$ cat config.mk
export PLATFORM = sky130hd
export DESIGN_NAME = fifo_queue_with_search
export DESIGN_NICKNAME = d
export VERILOG_FILES = /design/src/rtl/core/fqs_pkg.sv /design/src/rtl/core/fifo_queue_with_search.sv /design/src/rtl/core/fqs_cell.sv
export SDC_FILE = /design/constraint.sdc
export NUM_CORES = 1
export LEC_CHECK = 0
export ABC_AREA = 1
export BUFFER_PORTS_ARGS = -buffer_cell sky130_fd_sc_hd__buf_4
export CAP_MARGIN = 5
export CELL_PAD_IN_SITES_DETAIL_PLACEMENT = 0
export CELL_PAD_IN_SITES_GLOBAL_PLACEMENT = 1
export CORE_ASPECT_RATIO = 1.75
export CORE_UTILIZATION = 40
export CTS_CLUSTER_DIAMETER = 100
export DETAILED_ROUTE_END_ITERATION = 10
export PLACE_DENSITY = 0.69
export RECOVER_POWER = 25
export SKIP_CTS_REPAIR_TIMING = 1
export SYNTH_ARGS = -nofsm -noshare
export SYNTH_HDL_FRONTEND = slang
export SYNTH_SLANG_ARGS = --single-unit
$ cat constraint.sdc
create_clock -name clk -period 4.6 [get_ports clk]
set_clock_uncertainty 0.15 [all_clocks]
set_input_delay 1.15 -clock clk [delete_from_list [all_inputs] [get_ports clk]]
set_output_delay 1.15 -clock clk [all_outputs]
set_load 0.005 [all_outputs]
$ cat src/rtl/core/fqs_pkg.sv
// ----------------------------------------------------------------------------
// fqs_pkg
// shared types and codes for the fifo queue with search
// ----------------------------------------------------------------------------
`default_nettype none

package fqs_pkg;

  localparam int WORD_W = 32;

  typedef logic [WORD_W-1:0] word_t;

  typedef enum logic [1:0] {
    KIND_ENQ  = 2'd0,
    KIND_DEQ  = 2'd1,
    KIND_PEEK = 2'd2,
    KIND_SRCH = 2'd3
  } kind_t;

  typedef enum logic [1:0] {
    ST_OK    = 2'd0,
    ST_EMPTY = 2'd1,
    ST_FULL  = 2'd2
  } status_t;

  // search key travelling down the chain
  typedef struct packed {
    logic  vld;
    word_t key;
    logic  hit;
  } pkt_t;

  // per-cycle control broadcast to every cell
  typedef struct packed {
    logic shift;
    logic push;
  } ctrl_t;

endpackage

`default_nettype wire

$ cat src/rtl/core/fifo_queue_with_search.sv
// ----------------------------------------------------------------------------
// fifo_queue_with_search
// bounded fifo of 32-bit words in a shifting chain of cells, with
// enqueue, dequeue, peek and membership search
// ----------------------------------------------------------------------------
//  channel   ports                                   direction
//  in        in_valid in_stall in_kind in_value      request in
//  out       out_valid out_stall out_status out_data
//            out_found out_count                     result out
//
//  enqueue, dequeue, peek: result registered at acceptance
//  search: the key walks the chain one cell per cycle
//  reset clears count, fsm, output valid and chain valids; words are not reset
//  a stalled result holds the output register and stalls new requests
// ----------------------------------------------------------------------------
`default_nettype none

module fifo_queue_with_search #(
  parameter int DEPTH = 16
) (
  input  wire logic                      clk,
  input  wire logic                      rst_n,
  input  wire logic                      in_valid,
  output logic                           in_stall,
  input  wire logic [1:0]                in_kind,
  input  wire logic signed [31:0]        in_value,
  output logic                           out_valid,
  input  wire logic                      out_stall,
  output logic [1:0]                     out_status,
  output logic signed [31:0]             out_data,
  output logic                           out_found,
  output logic [$clog2(DEPTH + 1)-1:0]   out_count
);
  import fqs_pkg::*;

  localparam int CNT_W = $clog2(DEPTH + 1);
  localparam logic [CNT_W-1:0] FULL_CNT = CNT_W'(DEPTH);

  typedef enum logic [1:0] {
    S_IDLE,
    S_SCAN,
    S_DONE
  } state_t;

  state_t            state_r, state_nxt;
  logic [CNT_W-1:0]  count_r, count_nxt;
  logic              hit_r, hit_nxt;
  logic              out_valid_r, out_valid_nxt;
  status_t           out_status_r, out_status_nxt;
  word_t             out_data_r, out_data_nxt;
  logic              out_found_r, out_found_nxt;
  logic [CNT_W-1:0]  out_count_r, out_count_nxt;

  logic   accept, out_free, launch;
  kind_t  kind;
  ctrl_t  ctrl;
  pkt_t   head_pkt;
  word_t  cell_data [DEPTH];
  pkt_t   cell_pkt  [DEPTH];

  assign kind     = kind_t'(in_kind);
  assign out_free = !out_valid_r || !out_stall;
  assign in_stall = (state_r != S_IDLE) || (out_valid_r && out_stall);
  assign accept   = in_valid && !in_stall;

  assign ctrl.push  = accept && (kind == KIND_ENQ) && (count_r < FULL_CNT);
  assign ctrl.shift = accept && (kind == KIND_DEQ) && (count_r != '0);
  assign launch     = accept && (kind == KIND_SRCH);

  assign head_pkt.vld = launch;
  assign head_pkt.key = word_t'(in_value);
  assign head_pkt.hit = 1'b0;

  // chain of slots, head at cell 0
  for (genvar i = 0; i < DEPTH; i++) begin : g_cell
    fqs_cell #(
      .IDX   (i),
      .CNT_W (CNT_W)
    ) u_cell (
      .clk       (clk),
      .rst_n     (rst_n),
      .ctrl      (ctrl),
      .count     (count_r),
      .push_data (word_t'(in_value)),
      .nbr_data  ((i == DEPTH - 1) ? cell_data[i] : cell_data[(i + 1) % DEPTH]),
      .pkt_in    ((i == 0) ? head_pkt : cell_pkt[(i + DEPTH - 1) % DEPTH]),
      .data      (cell_data[i]),
      .pkt_out   (cell_pkt[i])
    );
  end

  always_comb begin
    state_nxt      = state_r;
    count_nxt      = count_r;
    hit_nxt        = hit_r;
    out_valid_nxt  = out_valid_r && out_stall;
    out_status_nxt = out_status_r;
    out_data_nxt   = out_data_r;
    out_found_nxt  = out_found_r;
    out_count_nxt  = out_count_r;
    case (state_r)
      S_IDLE: begin
        if (accept) begin
          out_status_nxt = ST_OK;
          out_data_nxt   = '0;
          out_found_nxt  = 1'b0;
          case (kind)
            KIND_ENQ: begin
              out_valid_nxt = 1'b1;
              if (count_r < FULL_CNT) begin
                count_nxt = count_r + 1'b1;
              end else begin
                out_status_nxt = ST_FULL;
              end
            end
            KIND_DEQ: begin
              out_valid_nxt = 1'b1;
              if (count_r != '0) begin
                out_data_nxt = cell_data[0];
                count_nxt    = count_r - 1'b1;
              end else begin
                out_status_nxt = ST_EMPTY;
              end
            end
            KIND_PEEK: begin
              out_valid_nxt = 1'b1;
              if (count_r != '0) begin
                out_data_nxt = cell_data[0];
              end else begin
                out_status_nxt = ST_EMPTY;
              end
            end
            default: begin
              hit_nxt   = 1'b0;
              state_nxt = S_SCAN;
            end
          endcase
          out_count_nxt = count_nxt;
        end
      end
      S_SCAN: begin
        if (cell_pkt[DEPTH-1].vld) begin
          hit_nxt   = cell_pkt[DEPTH-1].hit;
          state_nxt = S_DONE;
        end
      end
      S_DONE: begin
        if (out_free) begin
          out_valid_nxt  = 1'b1;
          out_status_nxt = ST_OK;
          out_data_nxt   = '0;
          out_found_nxt  = hit_r;
          out_count_nxt  = count_r;
          state_nxt      = S_IDLE;
        end
      end
      default: begin
        state_nxt = S_IDLE;
      end
    endcase
  end

  always_ff @(posedge clk) begin
    hit_r        <= hit_nxt;
    out_status_r <= out_status_nxt;
    out_data_r   <= out_data_nxt;
    out_found_r  <= out_found_nxt;
    out_count_r  <= out_count_nxt;
    if (!rst_n) begin
      state_r     <= S_IDLE;
      count_r     <= '0;
      out_valid_r <= 1'b0;
    end else begin
      state_r     <= state_nxt;
      count_r     <= count_nxt;
      out_valid_r <= out_valid_nxt;
    end
  end

  assign out_valid  = out_valid_r;
  assign out_status = out_status_r;
  assign out_data   = out_data_r;
  assign out_found  = out_found_r;
  assign out_count  = out_count_r;

  a_count_bound: assert property (@(posedge clk) disable iff (!rst_n)
    count_r <= FULL_CNT)
    else $error("entry count above depth");

  a_full_status: assert property (@(posedge clk) disable iff (!rst_n)
    (out_valid_r && (out_status_r == ST_FULL)) |-> (out_count_r == FULL_CNT))
    else $error("full status with room left");

  a_tail_in_scan: assert property (@(posedge clk) disable iff (!rst_n)
    cell_pkt[DEPTH-1].vld |-> (state_r == S_SCAN))
    else $error("search key left the chain outside a scan");

  a_deq_count: assert property (@(posedge clk) disable iff (!rst_n)
    ctrl.shift |=> (count_r == $past(count_r) - 1'b1))
    else $error("dequeue did not lower the count");

  a_push_count: assert property (@(posedge clk) disable iff (!rst_n)
    ctrl.push |=> (count_r == $past(count_r) + 1'b1))
    else $error("enqueue did not raise the count");

endmodule

`default_nettype wire

$ cat src/rtl/core/fqs_cell.sv
// ----------------------------------------------------------------------------
// fqs_cell
// one queue slot: holds a word, shifts toward the head on dequeue, and
// compares a passing search key against its word
// ----------------------------------------------------------------------------
`default_nettype none

module fqs_cell #(
  parameter int IDX   = 0,
  parameter int CNT_W = 5
) (
  input  wire logic               clk,
  input  wire logic               rst_n,
  input  wire fqs_pkg::ctrl_t     ctrl,
  input  wire logic [CNT_W-1:0]   count,
  input  wire fqs_pkg::word_t     push_data,
  input  wire fqs_pkg::word_t     nbr_data,
  input  wire fqs_pkg::pkt_t      pkt_in,
  output fqs_pkg::word_t          data,
  output fqs_pkg::pkt_t           pkt_out
);
  import fqs_pkg::*;

  localparam logic [CNT_W-1:0] MY_IDX = CNT_W'(IDX);

  word_t data_r, data_nxt;
  pkt_t  pkt_r, pkt_nxt;
  logic  held;

  assign held = (MY_IDX < count);

  always_comb begin
    data_nxt = data_r;
    if (ctrl.shift) begin
      data_nxt = nbr_data;
    end else if (ctrl.push && (count == MY_IDX)) begin
      data_nxt = push_data;
    end
  end

  always_comb begin
    pkt_nxt.vld = pkt_in.vld;
    pkt_nxt.key = pkt_in.key;
    pkt_nxt.hit = pkt_in.hit | (pkt_in.vld & held & (data_r == pkt_in.key));
  end

  always_ff @(posedge clk) begin
    data_r      <= data_nxt;
    pkt_r.key   <= pkt_nxt.key;
    pkt_r.hit   <= pkt_nxt.hit;
    if (!rst_n) begin
      pkt_r.vld <= 1'b0;
    end else begin
      pkt_r.vld <= pkt_nxt.vld;
    end
  end

  assign data    = data_r;
  assign pkt_out = pkt_r;

endmodule

`default_nettype wire
; ---- After elaboration in Yosys (flattened, before gate mapping)
; Cells that the tools add are included.
[word_totals]
out_inout_bits = 42
word_cells = 297
ff_bits = 1073
in_bits = 38
[classes]
bitwise_logic = 48
add_sub_neg = 2
reduce_logical = 57
n_mux = 62
magnitude_cmp = 17
eq_ne = 40
[op_table]
columns = op, n
row1 = $mux W32, 34
row2 = $eq A32 B32 Y1, 16
row3 = $pmux W32 S2, 1
row4 = $eq A5 B4 Y1 const B, 8
row5 = $lt A4 B5 Y1 const A, 8
row6 = $reduce_bool A2 Y1, 18
row7 = $and A1 B1 Y1, 32
row8 = $logic_and A1 B1 Y1, 23
row9 = $eq A5 B3 Y1 const B, 4
row10 = $lt A3 B5 Y1 const A, 4
row11 = $mux W5, 4
row12 = $pmux W5 S2, 2
row13 = $or A1 B1 Y1, 15
row14 = $mux W2, 6
row15 = $eq A5 B2 Y1 const B, 2
row16 = $lt A1 B5 Y1 const A, 2
row17 = $lt A2 B5 Y1 const A, 2
row18 = $mux W1, 9
row19 = $pmux W2 S2, 2
row20 = $reduce_and A4 Y1, 2
row21 = $eq A2 B2 Y1 const B, 3
row22 = $ne A2 B2 Y1 const B, 3
row23 = $pmux W1 S2, 3
row24 = $pmux W2 S3, 1
row25 = other kinds (16), 22

; ---- Logic depth before layout (Yosys ltp)
[logic_depth]
depth_word = 9
mapped_depth = 13
ltp_nobuf = 11

; ---- Hierarchy
; A second synthesis with hierarchy kept.
[unflattened]
cells_unflattened = 5213
area_unflattened_um2 = 45011.9
[by_module_without_submodules]
columns = module, area_per_inst_um2, n_inst, cells_per_inst
row1 = fqs_cell (g_cell[12].u_cell ...), 2708.8, 2, 328
row2 = fqs_cell (g_cell[2].u_cell), 2730.1, 1, 333
row3 = fqs_cell (g_cell[13].u_cell), 2708.8, 1, 327
row4 = fqs_cell (g_cell[6].u_cell), 2705.1, 1, 327
row5 = fqs_cell (g_cell[10].u_cell), 2701.3, 1, 332
row6 = fqs_cell (g_cell[1].u_cell), 2698.8, 1, 323
row7 = fqs_cell (g_cell[14].u_cell), 2697.6, 1, 331
row8 = fqs_cell (g_cell[0].u_cell), 2673.8, 1, 312
row9 = fqs_cell (g_cell[3].u_cell), 2666.3, 1, 315
row10 = fqs_cell (g_cell[5].u_cell), 2665.1, 1, 314
row11 = fqs_cell (g_cell[15].u_cell), 2657.5, 1, 306
row12 = fqs_cell (g_cell[8].u_cell), 2593.7, 1, 279
row13 = fqs_cell (g_cell[11].u_cell), 2585.0, 1, 274
row14 = fqs_cell (g_cell[9].u_cell), 2553.7, 1, 271
row15 = +2 rows, --, --, --

; ---- Worst setup path before layout
; OpenSTA, ideal clock, no wires.
[synth_path]
path_type = input-to-reg
from = input port in_kind[1]
to = register g_cell[12].u_cell.data_r[0] (enable)
path_buffers = 1
arrival_time_ns = 4.360
slack_ns = -0.380
stages = 7
t_required_ns = 3.980
setup_ns = 0.470
path_cell_list = inv_1 ha_1 nand2_1 nor2_1 inv_1 clkbuf_1 o31ai_1
[synth_between]
elab_chain_len = 5
[synth_lines]
columns = item, line
row1 = start: declaration, fifo_queue_with_search.sv:25  ; input wire logic [1:0] in_kind,
row2 = $logic_not A2 Y1, fifo_queue_with_search.sv:66  ; assign ctrl.push = accept && (kind == KIND_ENQ) && (count_r < FULL_CNT);
row3 = $logic_and A1 B1 Y1 (2 in a row), fifo_queue_with_search.sv:66
row4 = $logic_and A1 B1 Y1, fqs_cell.sv:36  ; end else if (ctrl.push && (count == MY_IDX)) begin
row5 = $reduce_bool A2 Y1 (no source line) *, --
row6 = end signal: assignment, fqs_cell.sv:48  ; data_r <= data_nxt;
row7 = end: declaration, fqs_cell.sv:26  ; word_t data_r, data_nxt;
; Mark *: on every way between the ends. The rest lies on a longest branch, timed or not.
; A chain may end at the register's enable or synchronous reset.

; ---- Worst setup path in the final report
[layout_path]
from = register count_r[1]
to = register g_cell[0].u_cell.data_r[28] (data pin)
[layout_between]
elab_chain_len = 3
[layout_lines]
columns = item, line
row1 = start: declaration, fifo_queue_with_search.sv:46  ; logic [CNT_W-1:0] count_r, count_nxt;
row2 = start signal: assignment, fifo_queue_with_search.sv:175  ; count_r <= count_nxt;
row3 = $reduce_bool A5 Y1, fifo_queue_with_search.sv:67  ; assign ctrl.shift = accept && (kind == KIND_DEQ) && (count_r != '0);
row4 = $logic_and A1 B1 Y1, fifo_queue_with_search.sv:67
row5 = $mux W32, fqs_cell.sv:34  ; if (ctrl.shift) begin
row6 = named net g_cell[0].u_cell.data_nxt[28], fqs_cell.sv:26
row7 = end signal: assignment, fqs_cell.sv:48
row8 = end: declaration, fqs_cell.sv:26
; The timed path passes the listed nets, and every way through them passes these cells.

==> run summary <==
* total design power: 0.0208 W
* mean post-synth cell area: 9.98 um2
* number of optimization iterations in the first detailed-route pass: 5
* overall die height: 423 um
* cell type with the highest aggregate area in the netlist: edfxtp_1
* total number of vias: 26700
* layout overhead on the synthesized area: 14.1%
* Worst Setup Path Type: flop to flop
* hold depth: 0
* number of levels the H-tree was split into: 3
* main combinational cell family by area after synthesis: simple AND/OR/NAND/NOR gates
* Layout Cell Area excl Fill: 0.0463 mm2
* cell chain of the critical path: clkinv_1 > ha_1 > inv_1 > nor2_4 > inv_4 > nand2_4 > nor2_8 > clkinv_8 > nand2_1 > o21ai_0 > buf_4
* data required time of the worst path: 4890 ps
* static leakage: 19.7 nW
* total of endpoints with negative setup slack in the final report: 0
* multi-input logic area: 0.0110 mm2
* Async SR Flop Fraction: 0%
* global-route wire length before repair: 182 mm
* gpl congestion: 0.918
* achievable frequency: 0.250 GHz
* Max stage delay on crit path: 810 ps
* dpl cell area: 0.0431 mm2
* CTS sink count: 1073
* maximum capacitance violations: 0
* die area: 0.103 mm2
* Routed Antenna Nets: 0
* GR Overflow Total: 0
* number of DRC markers after the initial detailed-route iteration: 1993
* total routing resource utilization after global routing: 24.6%
* average via count per standard cell: 4.76
* worst reg-to-reg setup slack: 590 ps
* clock tree from TritonCTS: done
* sequential cell area: 0.0270 mm2
* # DRC: 0
* total count of max-transition violations in the final report: 0
* final-layout worst hold slack: 196 ps
* routed wire length: 126 mm
* DR WL/cell: 22.5 um
* most frequently used cell type in the post-synthesis netlist: nand2_1
* number of buffer and inverter instances along the worst setup path: 5
* crit path capture type: flop
* max_slew headroom: 33.0%
* crit start category: flop
* R2R Path End: g_cell[0].u_cell.data[28]$_DFFE_PP_
* flip-flop and latch count after synthesis: 1073
* number of unique standard cell types used by synthesis: 38
* Die Span X: 243 um
* portion of synthesized cell area occupied by the leading cell type: 41.0%
* number of top-level pins: 80
* result of the run: complete, no violations
* maximum net fanout on the critical path: 78
* layout cell share with drive strength beyond 1: 8.06%
* share of the yosys chip area belonging to registers: 66.7%
* type of the tightest min-delay check: flop to flop
* count of input and output buffers: 79
* leading register cell type out of synthesis: edfxtp_1
* total of warnings raised by yosys: 0
* IR Drop Worst-Case VDD: 0.322 mV
* leading cell types by total area after synthesis: edfxtp_1 (41%), dfxtp_1 (26%), nand2_1 (12%), inv_1 (5.3%), xnor2_1 (4.5%)
* Synth top cells by count: nand2_1 (1292), inv_1 (570), edfxtp_1 (553), dfxtp_1 (520), nor2_1 (254)
* Filler Cells Inserted: 9566
* number of synthesized flops with an enable pin: 553
* layout net count: 4244
* Layout Cells excl Fill: 5607
* proportion of synthesized area in mux cells: 0%
* Worst EP arrival: 4300 ps
* clock-pin slew on the worst setup and hold paths: 70 ps
* Worst Tran Pin Value: 997 ps
* cell area after synthesis: 0.0405 mm2
* share of the clock period used by the worst path: 87.1%
* RSZ-0062 raised after global routing: no
* family of cells with the greatest summed delay on the critical path: buffers and inverters
* via count of the first global-routing pass: 26700
* clk buf depth: 3
* maximum number of pins on one net before global-route repair: 132
* endpoint of the worst hold path: g_cell[10].u_cell.pkt_out[16]$_DFF_P_
* Reg2Reg Launch Point: count_r[1]$_SDFFE_PN0P_
* Post-Syn Instances: 4059
* core box area: 0.101 mm2
* adder and majority cell fraction of the synthesized area: 0.278%
* share of the synthesized area in compound gates (AO/OA/AOI/OAI): 4.36%
* Pwr per Cell Area: 449 mW/mm2
* Worst path slowest cell: nand2_1
* std cell rows: 154
* Post-Synthesis Net Count: 4106
* Synth Area in XOR/XNOR: 5.49%
* clock tree root buffer cell: clkbuf_16
* Stages on worst setup path: 11
* final hold violation count: 0
* clock buffer count from CTS: 94
* initial core utilization: 40.3%
* number of placed cells counting well taps: 5427
* HPWL after detailed placement: 91.9 mm
* Fin Setup TNS: 0 ps
* antenna violations before repair: 6
* worst hold start: g_cell[9].u_cell.pkt_out[16]$_DFF_P_
* number of cells traversed by the worst register-to-register path: 11
* shortest period the worst path allows: 4010 ps
* clk_lat worst skew: 690 ps
* simple-gate share of the synthesized area: 16.6%
through the flow:
| step | util, % | setup WS (ps) |
|---|---|---|
| 6_report | 46.0 | 594 |
| 5_1_grt | 46.0 | 398 |
| 4_1_cts | 46.0 | 701 |
| 3_5_place_dp | 42.8 | 669 |
| 3_3_place_gp | 42.8 | 682 |
| 2_1_floorplan | - | -380 |
power breakdown:
| part | switching [W] | internal, W | leakage [nW] | total [W] |
|---|---|---|---|---|
| registers | 0.000316 | 0.0106 | 9.44 | 0.0109 |
| clock network | 0.00372 | 0.00461 | 1.56 | 0.00833 |
| logic | 0.00107 | 0.000483 | 8.69 | 0.00155 |
sequential cells by signal (all words and copies together), names as in the netlist:
| register | cells |
|---|---|
| g_cell.u_cell.data | 512 |
| g_cell.u_cell.pkt_out | 512 |
| out_data | 32 |
| count_r | 5 |
| out_count | 5 |
| out_status | 2 |
| state_r | 2 |
| hit_r | 1 |
| out_found | 1 |
| out_valid | 1 |
worst max-delay path by stage:
stage | start | end | slack, ps
CTS | count_r[1]$_SDFFE_PN0P_ | g_cell[0].u_cell.data[28]$_DFFE_PP_ | 700
global placement | in_kind[1] | g_cell[0].u_cell.data[28]$_DFFE_PP_ | 680
detailed placement | in_kind[1] | g_cell[3].u_cell.data[7]$_DFFE_PP_ | 670
finish | count_r[1]$_SDFFE_PN0P_ | g_cell[0].u_cell.data[28]$_DFFE_PP_ | 590
global route | count_r[1]$_SDFFE_PN0P_ | g_cell[3].u_cell.data[7]$_DFFE_PP_ | 400
floorplan | in_kind[1] | g_cell[12].u_cell.data[0]$_DFFE_PP_ | -380
metal layers:
| metal | vias to the layer above | wire [um] | share of wire [%] | track usage [%] |
|---|---|---|---|---|
| met3 | 210 | 4970 | 3.9 | 2.74 |
| met2 | 706 | 64300 | 51 | 43.9 |
| met1 | 12700 | 48300 | 38 | 28.0 |
| li1 | 13000 | - | - | - |
| met4 | 0 | 8580 | 6.8 | 15.5 |
| met5 | - | 0 | 0 | 0 |
cell families (layout without fill, tap and decap cells):
| logic type | count (synthesis) | after routing |
|---|---|---|
| adders and majority gates | 9 | 9 |
| and+or+nand+nor | 1704 | 1704 |
| xor gates and xnor gates | 254 | 254 |
| DFF | 1073 | 1073 |
| AOI/OAI and AO/OA | 341 | 341 |
| other | 0 | 3 |
| buffers and inverters | 678 | 897 |
cell usage in the layout, fill, tap and decap left out, types with 13 or more instances in the layout:
cell and count:
dfxtp_1 520, nor2_1 254, or2_2 26, clkbuf_16 100, inv_1 570, o21ai_1 109
o22ai_1 14, edfxtp_1 553, clkbuf_8 13, buf_4 134, clkinv_2 16, o21ai_0 182
xor2_1 48, nand3_1 72, nand4_1 43, clkbuf_1 27, xnor2_1 206, nand2_1 1292
cell type report:
type,count,area share [%]
clock buffer,140,6.02
inverter,577,4.71
clock inverter,37,0.847
sequential,1073,58.4
multi-input combinational,2308,23.9
timing repair buffer,143,2.56
antenna,3,0.0162
tap,1326,3.59
Note: power is estimated with default switching activity, not from simulation.
